## src/sv/pspc_div_pipe.sv

```systemverilog
// pspc_div_pipe: unsigned restoring divider, one quotient bit per stage,
// fully pipelined with a sideband word. Depends on nothing.
module pspc_div_pipe #(
    parameter int unsigned NW = 31,
    parameter int unsigned DW = 16,
    parameter int unsigned SW = 1
) (
    input  logic          clk,
    input  logic          rst_n,
    input  logic          en,
    input  logic          in_valid,
    input  logic [NW-1:0] num,
    input  logic [DW-1:0] den,
    input  logic [SW-1:0] side,
    output logic          out_valid,
    output logic [NW-1:0] quo,
    output logic [SW-1:0] out_side
);

    logic [DW-1:0] rem_reg  [0:NW-1];
    logic [NW-1:0] num_reg  [0:NW-1];
    logic [NW-1:0] quo_reg  [0:NW-1];
    logic [DW-1:0] den_reg  [0:NW-1];
    logic [SW-1:0] side_reg [0:NW-1];
    logic [NW-1:0] vld_reg;

    genvar k;
    generate
        for (k = 0; k < NW; k++) begin : g_stage
            logic [DW-1:0] rem_in;
            logic [NW-1:0] num_in;
            logic [NW-1:0] quo_in;
            logic [DW-1:0] den_in;
            logic [SW-1:0] side_in;
            logic          vld_in;
            logic [DW:0]   trial;
            logic [DW:0]   diff;
            logic          ge;

            if (k == 0) begin : g_first
                assign rem_in  = '0;
                assign num_in  = num;
                assign quo_in  = '0;
                assign den_in  = den;
                assign side_in = side;
                assign vld_in  = in_valid;
            end else begin : g_rest
                assign rem_in  = rem_reg[k-1];
                assign num_in  = num_reg[k-1];
                assign quo_in  = quo_reg[k-1];
                assign den_in  = den_reg[k-1];
                assign side_in = side_reg[k-1];
                assign vld_in  = vld_reg[k-1];
            end

            assign trial = {rem_in, num_in[NW-1]};
            assign ge    = trial >= {1'b0, den_in};
            assign diff  = trial - {1'b0, den_in};

            always_ff @(posedge clk or negedge rst_n)
            begin
                if (!rst_n)
                begin
                    vld_reg[k] <= 1'b0;
                end
                else if (en)
                begin
                    vld_reg[k] <= vld_in;
                end
            end

            always_ff @(posedge clk)
            begin
                if (en)
                begin
                    rem_reg[k]  <= ge ? diff[DW-1:0] : trial[DW-1:0];
                    num_reg[k]  <= {num_in[NW-2:0], 1'b0};
                    quo_reg[k]  <= {quo_in[NW-2:0], ge};
                    den_reg[k]  <= den_in;
                    side_reg[k] <= side_in;
                end
            end
        end
    endgenerate

    assign out_valid = vld_reg[NW-1];
    assign quo       = quo_reg[NW-1];
    assign out_side  = side_reg[NW-1];

endmodule

```

## config.mk

```make
export PLATFORM = sky130hd
export DESIGN_NAME = pspc_div_pipe
export DESIGN_NICKNAME = d
export VERILOG_FILES = /design/src/sv/pspc_div_pipe.sv
export SDC_FILE = /design/constraint.sdc
export NUM_CORES = 2
export LEC_CHECK = 0
export ABC_AREA = 1
export BUFFER_PORTS_ARGS = -buffer_cell sky130_fd_sc_hd__buf_4
export CORE_ASPECT_RATIO = 1.5
export CORE_MARGIN = 3
export CORE_UTILIZATION = 50
export DETAILED_ROUTE_END_ITERATION = 10
export PLACE_DENSITY = 0.65
export RECOVER_POWER = 50
export SETUP_SLACK_MARGIN = 0.15
export SYNTH_ARGS = -nofsm -noshare
export SYNTH_HDL_FRONTEND = slang
export SYNTH_SLANG_ARGS = --single-unit
```

## constraint.sdc

```tcl
create_clock -name clk -period 3.5 [get_ports clk]
set_input_delay 1.05 -clock clk [delete_from_list [all_inputs] [get_ports clk]]
set_output_delay 1.05 -clock clk [all_outputs]
set_load 0.02 [all_outputs]
```

==> run_results.csv <==
group,metric,value,unit
grt,use_met2,44.9,%
worst_setup_path,cp_num_buf_inv,2,
worst_setup_path,r2r_slack,0.83,ns
timing,rsz0062_at_grt,"no",
placement,globalplace.congestion,0.930,
placement,pre_cts_ws,0.729,ns
yosys,synth_cells,10196,
worst_setup_path,slowest_delay,1.12,ns
yosys,syn_avg_cell_area,9.75,sq um
grt,grt_pass1_wl,371000,um
worst_setup_path,cp.required,3.93,ns
yosys,synth_top_area_share,59.0,%
timing,fin_setup_tns,0,ns
hold_path,hp-class,"in2reg",
worst_setup_path,cp.arrival,3.48,ns
clock_network,cts-resized-gates,0,
yosys,synth.distinct_cells,46,
clock_network,cts_tree,"built",
grt,grt_start_max_net_pins,81,
yosys,yosys-top-cells-area,"edfxtp_1 59%, nand2_1 14%, inv_1 7.1%",
final_layout,final_common_cell,"nand2_1",
worst_setup_path,end_kind,"flip-flop",
grt,grt_pass1_vias,66460,
yosys,mappedNetlistArea,0.0994,sq mm
clock_network,cts_buffer_depth,4,
clock_network,cts_sinks,1983,
timing,clock.fmax,0.328,GHz
floorplan,boundaryPins,85,
drt,drt-total-wl,241000,um
final_layout,area_growth_syn_to_layout,10.4,%
clock_network,clock_latency,0.85,ns
grt,grt-ovfl-total,0,
clock_network,post-cts-setup-buffers,0,
drt,drtIter0Drc,4027,
timing,slew_viol_final,91,
clock_network,cts-root-buf,"clkbuf_16",
yosys,synthesis.nets,10759,
floorplan,core_area,0.197,sq mm
worst_setup_path,crit_slowest_cell,"clkbuf_4",
floorplan,rows,199,
timing,relSlewSlack,-7.70,%
yosys,synth-seq-cells,1983,
yosys,synth_top_area_cell,"edfxtp_1",
placement,placed_area,0.104,sq mm
drt,avgViaCountPerCell,5.02,
placement,dp_hpwl,187000,um
run_status,status,"finished, violations left",
run_status,violations,"max-capacitance violations, max-slew violations",
grt,grt_busiest_layer,"met2",
final_layout,nets,11038,
placement,io_buffer_count,84,
worst_setup_path,start_kind,"input port",
clock_network,hold_buffers,0,
final_layout,drive_gt1_share,5.86,%
timing,fin_skew,0.0600,ns
final_layout,mostFrequentLayoutCells,"3,585 x nand2_1, 1,952 x edfxtp_1, 1,868 x inv_1, 703 x nand3_1, 482 x ha_1",
timing,layout_worst_path_cycle_share,87.1,%
floorplan,die_w,370,um
final_layout,largest_reg_flops,496,
timing,period_minus_slack,3.05,ns
floorplan,dieArea,0.204,sq mm
power,ir_drop,0.609,mV
worst_setup_path,cp_top_family,"buffers and inverters",
power,p_leak,51.7,nW
clock_network,cts_inserted_buffers,195,
worst_setup_path,cp_max_fo,68,
final_layout,design_area,0.110,sq mm
grt,use_met3,2.29,%
yosys,ys_seq_area_share,59.8,%
grt,grt_use_met1,25.7,%
yosys,synth_warnings,0,
floorplan,die_h,552,um
timing,setup_viol_count_final,0,
timing,whs,0.395,ns
worst_setup_path,worstSetupPathType,"in2reg",
flow_run,drv_cap,2,
timing,worstMarginPinSlew,1.62,ns
timing,setup_slack,0.450,ns
drt,first_pass_iters,6,
floorplan,start_util,50.5,%
power,power_density,828,mW/mm^2
drt,vias,66502,
timing,hold_violations,0,
clock_network,clk_pin_slew,0.06,ns
drt,drc,0,
grt,track_usage,23.4,%
drt,wl_per_cell,18.2,um
worst_setup_path,crit_chain,"clkbuf_4 -> clkbuf_2",
drt,ant_nets,0,
grt,antenna_found_initial,6,
clock_network,htree_num_levels,4,
synth_stat cells (all sizes together):
| cell | count |
|---|---|
| nor3 | 89 |
| dfrtp | 31 |
| o21ai | 44 |
| nor2 | 416 |
| o21a | 20 |
| clkbuf | 17 |
| a21boi | 3 |
| or2 | 30 |
| fa | 29 |
| and3b | 1 |
| nand4 | 121 |
| o21bai | 17 |
| ha | 482 |
| xnor2 | 41 |
| xor2 | 136 |
| a21oi | 275 |
| nand2 | 3659 |
| and3 | 13 |
| nand3b | 87 |
| nor4 | 6 |
| nor3b | 9 |
| inv | 1876 |
| mux2 | 1 |
| nand3 | 727 |
| buf | 94 |
| and2 | 20 |
| edfxtp | 1952 |
per-stage QoR:
step                      std cells  util, %  total power (W)
after CTS                     13232     55.9           0.0918
after global placement        12891     52.7           0.0703
after detailed placement      12891     52.7           0.0705
after floorplan               10196        -           0.0598
after global routing          13234     55.8           0.0976
final                         13238     55.8           0.0908
worst paths after layout:
path                                           start                             end  cells after the start
min in group asynchronous                      rst_n  g_stage[29].vld_in$_DFFE_PN0P_                      1
max                                               en        num_reg[0][26]$_DFFE_PP_                      2
min reg2reg                num_reg[0][231]$_DFFE_PP_       num_reg[0][262]$_DFFE_PP_                      0
max in group asynchronous                      rst_n  g_stage[18].vld_in$_DFFE_PN0P_                      1
min                                          num[18]        num_reg[0][18]$_DFFE_PP_                      1
max reg2reg                 rem_reg[17][5]$_DFFE_PP_       rem_reg[18][13]$_DFFE_PP_                     10
kinds of logic after synthesis:
logic type | after synthesis | synth area share, %
simple gates | 5178 | 22.1
buf+inv | 1987 | 8.02
flops | 1983 | 59.8
fa+ha+maj | 511 | 6.65
compound gates | 359 | 1.92
xor+xnor | 177 | 1.56
mux | 1 | 0.0113
per-layer routing:
metal,share of wire [%],vias to the layer above,wire (um)
met3,3.0,531,7210
met1,37,31097,90400
met4,5.1,0,12200
li1,-,33573,-
met5,0,-,0
met2,54,1301,131000
area by class of cell:
cell class / count / area [sq um]
multi-input combinational: 6226 / 32000
tap: 2613 / 3270
clock buffer: 234 / 5130
clock inverter: 107 / 1180
antenna: 6 / 15.0
fill: 17496 / 87000
sequential: 1983 / 59400
inverter: 1876 / 7040
timing repair buffer: 193 / 1670
report_power, final:
group	switching, W	internal, W	leakage (nW)
Sequential	0.00288	0.0320	19.5
Clock	0.00878	0.0121	3.05
Combinational	0.0235	0.0116	29.1
Total	0.0351	0.0557	51.7
No activity file was read; power rests on OpenSTA's default activity.
